`src/design/isp_pkg.sv`:
```
// Shared types and constants of the programming target.
// No dependencies.
`timescale 1ns / 1ps
package isp_pkg;
	localparam int PageWords   = 32;
	localparam int FlashPages  = 128;
	localparam int EepromBytes = 512;
	localparam int FlashWords  = PageWords * FlashPages;
	localparam int PwW = $clog2(PageWords);
	localparam int PgW = $clog2(FlashPages);
	localparam int FwW = $clog2(FlashWords);
	localparam int EeW = $clog2(EepromBytes);

	localparam logic [1:0] ST_OK      = 2'd0;
	localparam logic [1:0] ST_IGNORED = 2'd1;
	localparam logic [1:0] ST_UNKNOWN = 2'd2;

	localparam logic [7:0] OP_AC = 8'hAC;
	localparam logic [7:0] OP_SIG = 8'h30;
	localparam logic [7:0] OP_FRL = 8'h20;
	localparam logic [7:0] OP_FRH = 8'h28;
	localparam logic [7:0] OP_PLL = 8'h40;
	localparam logic [7:0] OP_PLH = 8'h48;
	localparam logic [7:0] OP_PCM = 8'h4C;
	localparam logic [7:0] OP_EER = 8'hA0;
	localparam logic [7:0] OP_EEW = 8'hC0;
	localparam logic [7:0] OP_FLR = 8'h50;
	localparam logic [7:0] OP_FHR = 8'h58;
	localparam logic [7:0] OP_LKW = 8'h5C;
	localparam logic [7:0] SUB_EN = 8'h53;
	localparam logic [7:0] SUB_ER = 8'h80;
	localparam logic [7:0] SUB_FW = 8'hA0;

	localparam logic [1:0] CFG_SIG0 = 2'd0;
	localparam logic [1:0] CFG_SIG1 = 2'd1;
	localparam logic [1:0] CFG_SIG2 = 2'd2;
	localparam logic [1:0] CFG_FH   = 2'd3;

	typedef enum logic [3:0] {
		K_NONE, K_ERASE, K_FUSEW, K_SIG, K_FLR, K_PLOAD, K_COMMIT,
		K_EER, K_EEW, K_FUSER, K_HIR, K_LOCKR, K_LOCKW
	} kind_t;

	typedef struct packed {
		kind_t      kind;
		logic       hi;
		logic [7:0] b1;
		logic [7:0] b2;
		logic [7:0] b3;
		logic [1:0] st;
	} cmd_t;

	typedef struct packed {
		logic [7:0] echo_byte;
		logic [7:0] read_data;
		logic [1:0] status;
	} rsp_t;
endpackage

```
`src/design/isp_queue.sv`:
```
// Two-entry command queue between front and back end.
// Depends on isp_pkg.
`timescale 1ns / 1ps
module isp_queue (
	input  logic          clk,
	input  logic          arst_n,
	input  logic          push,
	input  isp_pkg::cmd_t push_cmd,
	output logic          full,
	input  logic          pop,
	output logic          not_empty,
	output isp_pkg::cmd_t head
);
	isp_pkg::cmd_t mem_q [2];
	logic          wp_q, rp_q;
	logic [1:0]    cnt_q;

	assign full      = cnt_q == 2'd2;
	assign not_empty = cnt_q != 2'd0;
	assign head      = mem_q[rp_q];

	always_ff @(posedge clk) begin
		if (push) mem_q[wp_q] <= push_cmd;
	end

	always_ff @(posedge clk or negedge arst_n) begin
		if (!arst_n) begin
			wp_q <= 1'b0; rp_q <= 1'b0; cnt_q <= 2'd0;
		end else begin
			if (push) wp_q <= !wp_q;
			if (pop) rp_q <= !rp_q;
			cnt_q <= cnt_q + {1'b0, push} - {1'b0, pop};
		end
	end
endmodule

```
`config.mk`:
```
export PLATFORM = sky130hd
export DESIGN_NAME = isp_queue
export DESIGN_NICKNAME = d
export VERILOG_FILES = /design/src/design/isp_pkg.sv /design/src/design/isp_queue.sv
export SDC_FILE = /design/constraint.sdc
export NUM_CORES = 1
export LEC_CHECK = 0
export ABC_CLOCK_PERIOD_IN_PS = 2400
export BUFFER_PORTS_ARGS = -buffer_cell sky130_fd_sc_hd__buf_2
export CORE_AREA = 4 4 80 82
export DETAILED_ROUTE_END_ITERATION = 8
export DIE_AREA = 0 0 84 86
export HOLD_SLACK_MARGIN = 0.06
export PLACE_DENSITY = 0.8
export SLEW_MARGIN = 10
export SYNTH_ARGS = -nofsm -noshare
export SYNTH_HDL_FRONTEND = slang
export SYNTH_SLANG_ARGS = --single-unit
```
`constraint.sdc`:
```
create_clock -name clk -period 2.4 [get_ports clk]
set_input_delay 0.24 -clock clk [delete_from_list [all_inputs] [get_ports clk]]
set_output_delay 0.24 -clock clk [all_outputs]
set_load 0.03 [all_outputs]
```
==> run metrics <==
final setup slack of the worst path roughly 0.61 ns; fraction of final layout cells with drive strength greater than 1 slightly below 60%; Fin Clk Skew around 0.0066 ns; Worst setup EP type output port; Post-Synthesis Cells 112; DR iter-0 viols between 40 and 50; die area between 7000 and 8000 sq um; TritonCTS clock tree yes; worst IR drop on VDD about 0.00065 V; Max Used Layer met4; CTS sink cnt between 60 and 70; area share of the largest cell type after synthesis 71.88%; Final Max Slew Viols 0; minimum clock period ~1.8 ns; wire length on met1 1646 microns; port bufs 67; number of CTS-inserted buffers 9; leakage power summed over all cells between 1 and 1.5 nW; remaining global-route overflow 0; warnings from Yosys 0; total number of vias roughly 1200; Max H-tree Level 3; library cells used by synthesis 13; unrepaired setup endpoints after global routing false; nets@finish about 230; total power after layout 3.910 mW; Highest Clock Rate 559.7 MHz; endpoints failing hold 0; detailed-placement wirelength estimate ~3000 microns; CP required between 2 and 2.5 ns; largest net degree at the start of global routing 25; routed wire length roughly 4200 microns; kind of critical path reg -> out; Floorplan Core Area ~5700 sq um; critical path data arrival time between 1.5 and 2 ns; routed wire length on met3 273 microns; post-CTS repair timing setup buffer count 0; status finished clean; number of detailed-routing iterations run before antenna repair 4; y dimension of the die approximately 86 microns; initial antenna violation count 0; Total GRT Usage 12.83%; post-synth top area cell edfxtp_1; crit start category flip-flop; number of gates given a new drive strength after cts 0; via count of the first global-routing pass 1360; top-level port count 68; Maximum Capacitance Violations 0; Max-Slew Margin vs Limit slightly below 70%; count of final setup violators 0; fraction of the cycle the final worst path needs 74.44%; critical-path maximum fanout 18; buffer depth of the longest clock path 2; Area growth syn-to-layout 22.08%; Slew @ Worst Pin between 0.4 and 0.5 ns; antenna diode instance count 0; first-pass GRT wire length 6651 microns; class of the tightest hold or removal check in -> reg; cts-stage hold buffer count 1; Synth Register Bits 66; fill count about 470; worst skew pair latency about 0.33 ns; sequential fraction of the synthesis area between 70% and 80%; Mapped Avg Cell Area about 23 sq um; Avg Vias per Cell between 4 and 5; Clock transition at path regs about 0.07 ns; Synth Cell Area ~2600 sq um; Setup WS pre-CTS 0.9433 ns; drt wl/cell approximately 16 microns; DRC errors left 0; post-synthesis net count approximately 150; global placement routability congestion slightly below 0.7; master cell of the clock root buffer clkbuf_8; initial core utilization between 40% and 50%; width of the die between 80 and 90 microns; power density over the cells 1237 nW/um^2; Final ANT Viol Nets 0; routed wl met2 2187 microns; Std-Cell Rows 28; ranking of synthesized cells by area edfxtp_1 (72%), mux2_4 (17%), dfrtp_1 (3.9%); setup TNS 0 ns
[layout make-up]
cell class,instances,area [sq um],share of cell area [%]
flip-flops and latches,66,1963,62.09
clock inverters,5,21.27,0.6727
repair buffers,72,387.9,12.27
clock buffers,11,131.4,4.155
inverters,2,7.507,0.2374
multi-input cells,40,556.8,17.61
well taps,75,93.84,2.968
[worst max-delay path, stage by stage, from the launching register on]
cell,delay [ns]
dfrtp_2,0.36
buf_4,0.31
mux2_2,0.38
buf_2,0.18
[flip-flops by register name (all words and copies together), names as in the netlist]
| signal | cells |
|---|---|
| cnt_q | 2 |
| mem_q | 62 |
| rp_q | 1 |
| wp_q | 1 |
[where the power goes]
part / switching, mW / leakage, nW / internal (mW)
Clock: 0.363 / 0.0796 / 0.361
Sequential: 0.0766 / 0.628 / 1.54
Combinational: 0.925 / 0.602 / 0.647
Total: 1.36 / 1.31 / 2.55
[metal layers]
metal  GRT usage [%]  vias up
li1                -      591
met1           13.27      585
met2           21.55       41
met3           5.283        8
met4           8.333        0
met5               0        -
[cell usage after synthesis]
cell,instances
mux2_2,2
mux2_4,29
xor3_1,1
inv_1,2
ha_1,2
or2_2,1
nor2b_1,2
dfrtp_1,4
buf_12,3
edfxtp_1,62
xor2_1,2
buf_6,1
and2_1,1
[layout by cell type (no fill, tap or decap)]
| cell type | count |
|---|---|
| and2_1 | 1 |
| buf_12 | 1 |
| buf_2 | 67 |
| buf_4 | 3 |
| clkbuf_1 | 2 |
| clkbuf_8 | 9 |
| clkinv_1 | 3 |
| clkinv_2 | 2 |
| dfrtp_1 | 3 |
| dfrtp_2 | 1 |
| dlygate4sd3_1 | 1 |
| edfxtp_1 | 62 |
| ha_1 | 2 |
| inv_1 | 2 |
| mux2_2 | 2 |
| mux2_4 | 29 |
| nor2b_1 | 1 |
| nor2b_4 | 1 |
| or2_2 | 1 |
| xor2_1 | 2 |
| xor3_1 | 1 |
[path summary, 6_finish.rpt]
check,start,endpoint,slack [ns],cells past startpoint
min reg2reg,wp_q$_DFFE_PN0P_,wp_q$_DFFE_PN0P_,0.54,1
max reg2reg,wp_q$_DFFE_PN0P_,mem_q[1][11]$_DFFE_PP_,0.99,2
max,rp_q$_DFFE_PN0P_,head[0],0.61,3
max in group asynchronous,arst_n,rp_q$_DFFE_PN0P_,2.02,2
min,push_cmd[7],mem_q[0][7]$_DFFE_PP_,0.10,1
min in group asynchronous,arst_n,cnt_q[0]$_DFF_PN0_,0.24,2
[metrics by stage]
step	util, %	instance area [sq um]	cells	hold slack [ns]
finish	55.03	3162	271	0.1003
global route	55.03	3162	271	0.07118
CTS	55.03	3162	271	0.07432
detailed placement	52.20	2999	254	0.05668
global placement	52.20	2999	254	0.05969
floorplan	-	2590	112	-0.05559
[logic make-up after synthesis]
group | synth area share, %
xor+xnor | 1.594
fa+ha+maj | 0.9660
buf+inv | 3.044
flops | 75.75
mux | 17.68
simple gates | 0.9664
Power figures use the tool's default switching activity.
