### src/design/isp_pkg.sv
// Shared types and constants of the programming target.
// No dependencies.
`timescale 1ns / 1ps
package isp_pkg;
	localparam int PageWords   = 32;
	localparam int FlashPages  = 128;
	localparam int EepromBytes = 512;
	localparam int FlashWords  = PageWords * FlashPages;
	localparam int PwW = $clog2(PageWords);
	localparam int PgW = $clog2(FlashPages);
	localparam int FwW = $clog2(FlashWords);
	localparam int EeW = $clog2(EepromBytes);

	localparam logic [1:0] ST_OK      = 2'd0;
	localparam logic [1:0] ST_IGNORED = 2'd1;
	localparam logic [1:0] ST_UNKNOWN = 2'd2;

	localparam logic [7:0] OP_AC = 8'hAC;
	localparam logic [7:0] OP_SIG = 8'h30;
	localparam logic [7:0] OP_FRL = 8'h20;
	localparam logic [7:0] OP_FRH = 8'h28;
	localparam logic [7:0] OP_PLL = 8'h40;
	localparam logic [7:0] OP_PLH = 8'h48;
	localparam logic [7:0] OP_PCM = 8'h4C;
	localparam logic [7:0] OP_EER = 8'hA0;
	localparam logic [7:0] OP_EEW = 8'hC0;
	localparam logic [7:0] OP_FLR = 8'h50;
	localparam logic [7:0] OP_FHR = 8'h58;
	localparam logic [7:0] OP_LKW = 8'h5C;
	localparam logic [7:0] SUB_EN = 8'h53;
	localparam logic [7:0] SUB_ER = 8'h80;
	localparam logic [7:0] SUB_FW = 8'hA0;

	localparam logic [1:0] CFG_SIG0 = 2'd0;
	localparam logic [1:0] CFG_SIG1 = 2'd1;
	localparam logic [1:0] CFG_SIG2 = 2'd2;
	localparam logic [1:0] CFG_FH   = 2'd3;

	typedef enum logic [3:0] {
		K_NONE, K_ERASE, K_FUSEW, K_SIG, K_FLR, K_PLOAD, K_COMMIT,
		K_EER, K_EEW, K_FUSER, K_HIR, K_LOCKR, K_LOCKW
	} kind_t;

	typedef struct packed {
		kind_t      kind;
		logic       hi;
		logic [7:0] b1;
		logic [7:0] b2;
		logic [7:0] b3;
		logic [1:0] st;
	} cmd_t;

	typedef struct packed {
		logic [7:0] echo_byte;
		logic [7:0] read_data;
		logic [1:0] status;
	} rsp_t;
endpackage

### src/design/isp_front.sv
// Front end: takes frames, tracks the enable flag, classifies commands.
// Depends on isp_pkg.
`timescale 1ns / 1ps
module isp_front (
	input  logic             clk,
	input  logic             arst_n,
	input  logic             in_valid,
	output logic             in_ready,
	input  logic [7:0]       req_type,
	input  logic [7:0]       byte_one,
	input  logic [7:0]       byte_two,
	input  logic [7:0]       byte_three,
	output logic             q_push,
	input  logic             q_full,
	output isp_pkg::cmd_t    q_cmd
);
	logic              en_q;
	logic              en_now;
	isp_pkg::kind_t    k;
	logic [1:0]        st;

	assign in_ready = !q_full;
	assign q_push   = in_valid && !q_full;
	assign en_now   = en_q || (req_type == isp_pkg::OP_AC && byte_one == isp_pkg::SUB_EN);

	always_comb begin
		k  = isp_pkg::K_NONE;
		st = isp_pkg::ST_OK;
		case (req_type)
			isp_pkg::OP_AC: begin
				if (byte_one == isp_pkg::SUB_EN) k = isp_pkg::K_NONE;
				else if (byte_one == isp_pkg::SUB_ER) k = isp_pkg::K_ERASE;
				else if (byte_one == isp_pkg::SUB_FW) k = isp_pkg::K_FUSEW;
				else st = isp_pkg::ST_UNKNOWN;
			end
			isp_pkg::OP_SIG: k = isp_pkg::K_SIG;
			isp_pkg::OP_FRL, isp_pkg::OP_FRH: k = isp_pkg::K_FLR;
			isp_pkg::OP_PLL, isp_pkg::OP_PLH: k = isp_pkg::K_PLOAD;
			isp_pkg::OP_PCM: k = isp_pkg::K_COMMIT;
			isp_pkg::OP_EER: k = isp_pkg::K_EER;
			isp_pkg::OP_EEW: k = isp_pkg::K_EEW;
			isp_pkg::OP_FLR: k = isp_pkg::K_FUSER;
			isp_pkg::OP_FHR: k = byte_one[3] ? isp_pkg::K_HIR : isp_pkg::K_LOCKR;
			isp_pkg::OP_LKW: k = isp_pkg::K_LOCKW;
			default: st = isp_pkg::ST_UNKNOWN;
		endcase
		if (!en_now) begin
			k  = isp_pkg::K_NONE;
			st = isp_pkg::ST_IGNORED;
		end
		q_cmd.kind = k;
		q_cmd.hi   = req_type[3];
		q_cmd.b1   = en_now ? byte_one : 8'd0;
		q_cmd.b2   = byte_two;
		q_cmd.b3   = byte_three;
		q_cmd.st   = st;
	end

	always_ff @(posedge clk or negedge arst_n) begin
		if (!arst_n) en_q <= 1'b0;
		else if (q_push) en_q <= en_now;
	end
endmodule

### config.mk
export PLATFORM = sky130hd
export DESIGN_NAME = isp_front
export DESIGN_NICKNAME = d
export VERILOG_FILES = /design/src/design/isp_pkg.sv /design/src/design/isp_front.sv
export SDC_FILE = /design/constraint.sdc
export NUM_CORES = 1
export LEC_CHECK = 0
export ABC_AREA = 1
export BUFFER_PORTS_ARGS = -buffer_cell sky130_fd_sc_hd__buf_2
export CAP_MARGIN = 20
export CORE_MARGIN = 10
export CORE_UTILIZATION = 38
export DETAILED_ROUTE_END_ITERATION = 7
export HOLD_SLACK_MARGIN = 0.08
export PLACE_DENSITY_LB_ADDON = 0.05
export SYNTH_ARGS = -nofsm -noshare
export SYNTH_HDL_FRONTEND = slang
export SYNTH_SLANG_ARGS = --single-unit
### constraint.sdc
create_clock -name clk -period 1.5 [get_ports clk]
set_clock_uncertainty 0.05 [all_clocks]
set_input_delay 0.15 -clock clk [delete_from_list [all_inputs] [get_ports clk]]
set_output_delay 0.15 -clock clk [all_outputs]
set_load 0.02 [all_outputs]
==> results by group, run 1 <==
Run status
  – Result of the run: finished, final reports clean

Logic synthesis
  – Number of storage elements in the synthesis netlist: 1
  – Post-Syn Area per Cell: 5.69 um2
  – Post-synthesis instance area: 694 um2
  – Sequential fraction of the synthesis area: 3.60%
  – Post-Syn Instances: 122
  – Cell variety after synth: 18
  – Net count of the mapped netlist: 158
  – Synth warn: 0

Floorplanning
  – Row count: 15
  – Number of top-level pins: 69
  – Area inside the core boundary: 1730 um2
  – Die extent in y: 62.8 um
  – Total die area: around 3900 um2
  – Die W: 62.8 um
  – Initial Util: 40.2%

Finish
  – Final-layout fill cell count: between 150 and 200
  – Register with the most flip-flops: en_q
  – Commonest cells after routing, fill and taps aside: sky130_fd_sc_hd__buf_2, sky130_fd_sc_hd__nand2_1, sky130_fd_sc_hd__inv_1
  – Most common cell after layout, fill and taps aside: sky130_fd_sc_hd__buf_2
  – Number of diodes added for antenna fixing: 0
  – Post-synthesis to final-layout area growth: 36.8%
  – Number of nets in the layout: 191
  – Biggest regs: en_q: 1 flops
  – Fraction of final layout cells with drive strength greater than 1: 53.6%
  – Number of flip-flops under the largest register name: 1

Global route
  – Overflow after GRT: 0
  – Maximum number of pins on one net before global-route repair: 12
  – Antenna violations before repair: 0
  – Wire length of the first global-routing pass: 3.16 mm
  – Vias in the first global route: between 700 and 800
  – Overall Global Routing Usage: under 10%

Timing
  – # setup viols final: 0
  – Post-route clock period utilization: 93.8%
  – Slew HR: 87.6%
  – Max-slew violation count: 0
  – Actual slew at the worst max-slew pin: 0.185 ns
  – Total count of hold-check failures in the final report: 0
  – Setup TNS Final: 0 ns
  – Fin crit period: 1.41 ns
  – Highest achievable clock rate: between 700 and 800 MHz
  – RSZ-0062 raised after global routing: no

Routing
  – Residual DRC: 0
  – Final ANT Viol Nets: 0
  – Drt initial violations: 11
  – Via count: 786
  – Post-detailed-route wirelength per cell: around 11 um
  – DR vias/cell: between 4 and 5
  – Drt pass-1 iters: 2
  – Sum of routed wire length over all layers: 1.92 mm

Setup path
  – Peak fanout along the critical path: 11
  – Nature of the critical path endpoint: output port
  – Start-to-end type of the worst setup path: primary input to output port
  – Worst Path Arrival: 1.21 ns
  – Startpoint Class: primary input
  – Critical path data required time: 1.30 ns

Hold path
  – Worst hold-check path type: primary input to output port

Placement
  – Global placement routability congestion: 0.734
  – Port-buffer cells: 36
  – Placed wire-length estimate after detailed placement: 1.69 mm

Run
  – Max-capacitance violation count: 0

Pwr
  – Maximum resistive drop on vdd: around 0.00014 V
  – Power density of the placed cells: ~160 nW/um2
  – Total power: 0.156 mW
  – Leak pwr: approximately 0.56 nW

Clock tree
  – Clock latency on the worst-skew pair: 0 ns
final cells by class:
type / instances / area (um2) / area share, %
multi-input cells: 82 / 510 / 53.8
flip-flops and latches: 1 / 25.0 / 2.64
inverters: 21 / 78.8 / 8.30
well taps: 25 / 31.3 / 3.29
repair buffers: 49 / 304 / 32.0
through the flow:
step	instance area [um2]	setup slack [ns]	cells	hold slack (ns)	util, %
floorplan	694	0.245	122	-0.196	-
global placement	826	-0.0408	174	-0.125	47.8
detailed placement	826	-0.0738	174	-0.123	47.8
CTS	866	0.00333	177	0.250	50.1
global route	950	0.00138	178	0.250	55.0
finish	950	0.0930	178	0.250	55.0
repair_timing:
item | in CTS | in global routing
endpoints found under the setup margin | 4 | 5
gates resized for setup | 1 | 24
setup buffers | 2 | 1
hold endpoints to repair | 1 | 0
hold buffers | 1 | 0
cloned | 0 | 0
pin swaps | 1 | 3
cells by family (layout without fill, tap and decap cells):
kind of cell	Yosys count	after routing	share of synthesized area, %
AO/OA/AOI/OAI	5	5	3.60
buffers and inverters	39	70	32.6
AND/OR/NAND/NOR	77	77	60.2
flip-flops	1	1	3.60
synth_stat cells:
cell type | n | area share (%)
sky130_fd_sc_hd__buf_4 | 17 | 18
sky130_fd_sc_hd__nand2_2 | 1 | 0.90
sky130_fd_sc_hd__nand2_4 | 1 | 1.6
sky130_fd_sc_hd__inv_1 | 20 | 11
sky130_fd_sc_hd__nand3_1 | 8 | 5.8
sky130_fd_sc_hd__nor3_2 | 1 | 1.4
sky130_fd_sc_hd__o21ai_0 | 2 | 1.4
sky130_fd_sc_hd__nor3_1 | 1 | 0.72
sky130_fd_sc_hd__buf_12 | 1 | 2.9
sky130_fd_sc_hd__nor2_4 | 11 | 18
sky130_fd_sc_hd__dfrtp_1 | 1 | 3.6
sky130_fd_sc_hd__inv_2 | 1 | 0.54
sky130_fd_sc_hd__a21oi_1 | 3 | 2.2
sky130_fd_sc_hd__nor2_1 | 23 | 12
sky130_fd_sc_hd__nand2_1 | 26 | 14
sky130_fd_sc_hd__nand4_2 | 1 | 1.8
sky130_fd_sc_hd__nand4_1 | 1 | 0.90
sky130_fd_sc_hd__nor2_2 | 3 | 2.7
metal layers:
metal  vias to the layer above  GRT usage [%]  share of wire [%]
met3                         4           3.58                 10
met4                         0          0.838               0.52
met1                       337           9.85                 41
li1                        411              -                  -
met5                         -              0                  0
met2                        34           15.5                 48
critical path, cell delays in order:
cell	delay (ns)
sky130_fd_sc_hd__buf_2	0.12
sky130_fd_sc_hd__inv_2	0.05
sky130_fd_sc_hd__nand2_1	0.08
sky130_fd_sc_hd__nor2_4	0.13
sky130_fd_sc_hd__nand2_4	0.08
sky130_fd_sc_hd__nor2_4	0.13
sky130_fd_sc_hd__nor2_4	0.06
sky130_fd_sc_hd__buf_12	0.15
sky130_fd_sc_hd__a21oi_2	0.10
sky130_fd_sc_hd__buf_4	0.15
final timing paths:
check	end	startpoint	depth (start not counted)	slack, ns
max in group asynchronous	en_q	arst_n	2	0.91
min in group asynchronous	en_q	arst_n	2	0.41
max	q_cmd[1]	req_type[4]	10	0.09
min	q_cmd[10]	byte_two[0]	0	0.25
max reg2reg	en_q	en_q	3	0.60
min reg2reg	en_q	en_q	2	0.54
where the power goes:
group / switching [mW] / internal [mW]
Sequential: 0.000000314 / 0.0275
Clock: 0 / 0
Combinational: 0.0734 / 0.0551
No activity file was read; power rests on OpenSTA's default activity.
==> run 2: changes to the inputs <==
CAP_MARGIN = default   (was 20)
CORE_MARGIN = default   (was 10)
==> results by group, run 2 (same netlist as run 1, synthesis figures left out) <==
Run status
  – Result of the run: finished, final reports clean

Setup path
  – Nature of the critical path endpoint: output port
  – Start-to-end type of the worst setup path: primary input to output port
  – Startpoint Class: primary input
  – Critical path data required time: 1.30 ns
  – Worst Path Arrival: 1.21 ns
  – Peak fanout along the critical path: 9

Pwr
  – Power density of the placed cells: 165 nW/um2
  – Relative contribution of combinational cells to total power: 82.5%
  – Part of the power in the clock network: 0%
  – Relative contribution of sequential cells to total power: 17.5%
  – Maximum resistive drop on vdd: 0.000132 V
  – Internal power of the cells: 0.0844 mW
  – P_sw: 0.0726 mW
  – Total power: 0.157 mW
  – Leak pwr: 0.558 nW
  – Fraction of power spent switching nets: 46.2%

Floorplanning
  – Die extent in y: 44.8 um
  – Die W: ~45 um
  – Initial Util: 40.2%
  – Total die area: between 2000 and 2500 um2
  – Number of top-level pins: 69
  – Area inside the core boundary: between 1500 and 2000 um2
  – Row count: 15

Global route
  – Overflow after GRT: 0
  – Antenna violations before repair: 0
  – Vias in the first global route: 619
  – Maximum number of pins on one net before global-route repair: 10
  – Wire length of the first global-routing pass: approximately 2.4 mm
  – Overall Global Routing Usage: 14.9%

Finish
  – Register with the most flip-flops: en_q
  – Final-layout fill cell count: 199
  – Biggest regs: en_q: 1 flops
  – Area taken by multi-input logic gates: 492 um2
  – Number of flip-flops under the largest register name: 1
  – Number of nets in the layout: 194
  – Area of all sequential standard cells: 25.0 um2
  – Post-synthesis to final-layout area growth: 36.8%
  – Fraction of final layout cells with drive strength greater than 1: 54.5%
  – Commonest cells after routing, fill and taps aside: sky130_fd_sc_hd__buf_2, sky130_fd_sc_hd__nand2_1, sky130_fd_sc_hd__inv_1
  – Most common cell after layout, fill and taps aside: sky130_fd_sc_hd__buf_2
  – Number of diodes added for antenna fixing: 0

Timing
  – Max-slew violation count: 0
  – Hold WS: 0.250 ns
  – RSZ-0062 raised after global routing: yes
  – Highest achievable clock rate: 709 MHz
  – # setup viols final: 0
  – Fin crit period: 1.41 ns
  – Total count of hold-check failures in the final report: 0
  – Actual slew at the worst max-slew pin: 0.266 ns
  – Post-route clock period utilization: 94.0%
  – Slew HR: 82.3%

Placement
  – Port-buffer cells: 36
  – Global placement routability congestion: about 0.8
  – Placed wire-length estimate after detailed placement: 1.30 mm

Routing
  – DR vias/cell: 4.36
  – Residual DRC: 0
  – Final ANT Viol Nets: 0
  – Sum of routed wire length over all layers: 1.49 mm
  – Drt pass-1 iters: 4
  – Post-detailed-route wirelength per cell: 8.25 um
  – Via count: 790
  – Drt initial violations: 10

Clock tree
  – Clock latency on the worst-skew pair: 0 ns

Run
  – Max-capacitance violation count: 0

Hold path
  – Worst hold-check path type: primary input to output port
==> run 2: cell types whose count changed in the layout (fill, tap and decap cells not counted), sizes merged <==
cell and delta:
buf +3
==> run 2: repair_timing <==
item                                   4_1_cts  5_1_grt
setup endpoints to repair                    4       11
endpoints found under the hold margin        1        0
hold buffers                                 1        0
setup buffers                                4        0
pin swaps                                    1        5
resized for setup                            1       21
==> run 2: per-stage QoR <==
stage                     instances  worst slack, ns  area [um2]  TNS, ns  utilization [%]
final                           181           0.0901         950        0             55.0
after global routing            181          -0.0226         950  -0.0838             55.0
after CTS                       181           0.0111         896        0             51.9
after detailed placement        176          -0.0612         841   -0.187             48.7
after global placement          176          -0.0337         841   -0.100             48.7
after floorplan                 122            0.245         694        0                -
==> run 2: layout make-up <==
type | instances | share of cell area (%)
tap | 25 | 3.29
timing repair buffer | 52 | 34.0
inverter | 21 | 8.30
sequential | 1 | 2.64
multi-input combinational | 82 | 51.8
==> run 2: metal layers <==
metal  up-vias  share of wire, %  global-route usage (%)
li1        420                 -                       -
met1       340                45                    20.1
met2        28                47                    26.8
met3         2               7.4                   0.800
met4         0              0.27                    1.82
met5         -                 0                       0
==> run 2: critical path, stage by stage <==
cell and delay [ns]:
sky130_fd_sc_hd__buf_2 0.11, sky130_fd_sc_hd__inv_2 0.05, sky130_fd_sc_hd__nand2_2 0.05, sky130_fd_sc_hd__nor2_2 0.16
sky130_fd_sc_hd__nand2_4 0.09, sky130_fd_sc_hd__nor2_4 0.14, sky130_fd_sc_hd__nor2_4 0.09, sky130_fd_sc_hd__buf_4 0.16
sky130_fd_sc_hd__nor2_4 0.06, sky130_fd_sc_hd__buf_2 0.16
==> run 2: path summary, 6_finish.rpt <==
kind | start | to | slack, ns | depth (start not counted)
max reg2reg | en_q | en_q | 0.62 | 2
min | byte_two[3] | q_cmd[13] | 0.25 | 0
max | req_type[0] | q_cmd[30] | 0.09 | 10
max in group asynchronous | arst_n | en_q | 0.90 | 2
min reg2reg | en_q | en_q | 0.52 | 2
min in group asynchronous | arst_n | en_q | 0.41 | 2
==> run 2: power groups by stage <==
stage	Sequential (mW)	Combinational [mW]	Clock, mW
after CTS	0.0275	0.121	0
final	0.0275	0.129	0
after global placement	0.0275	0.117	0
after detailed placement	0.0275	0.118	0
after global routing	0.0275	0.144	0
after floorplan	0.0275	0.115	0
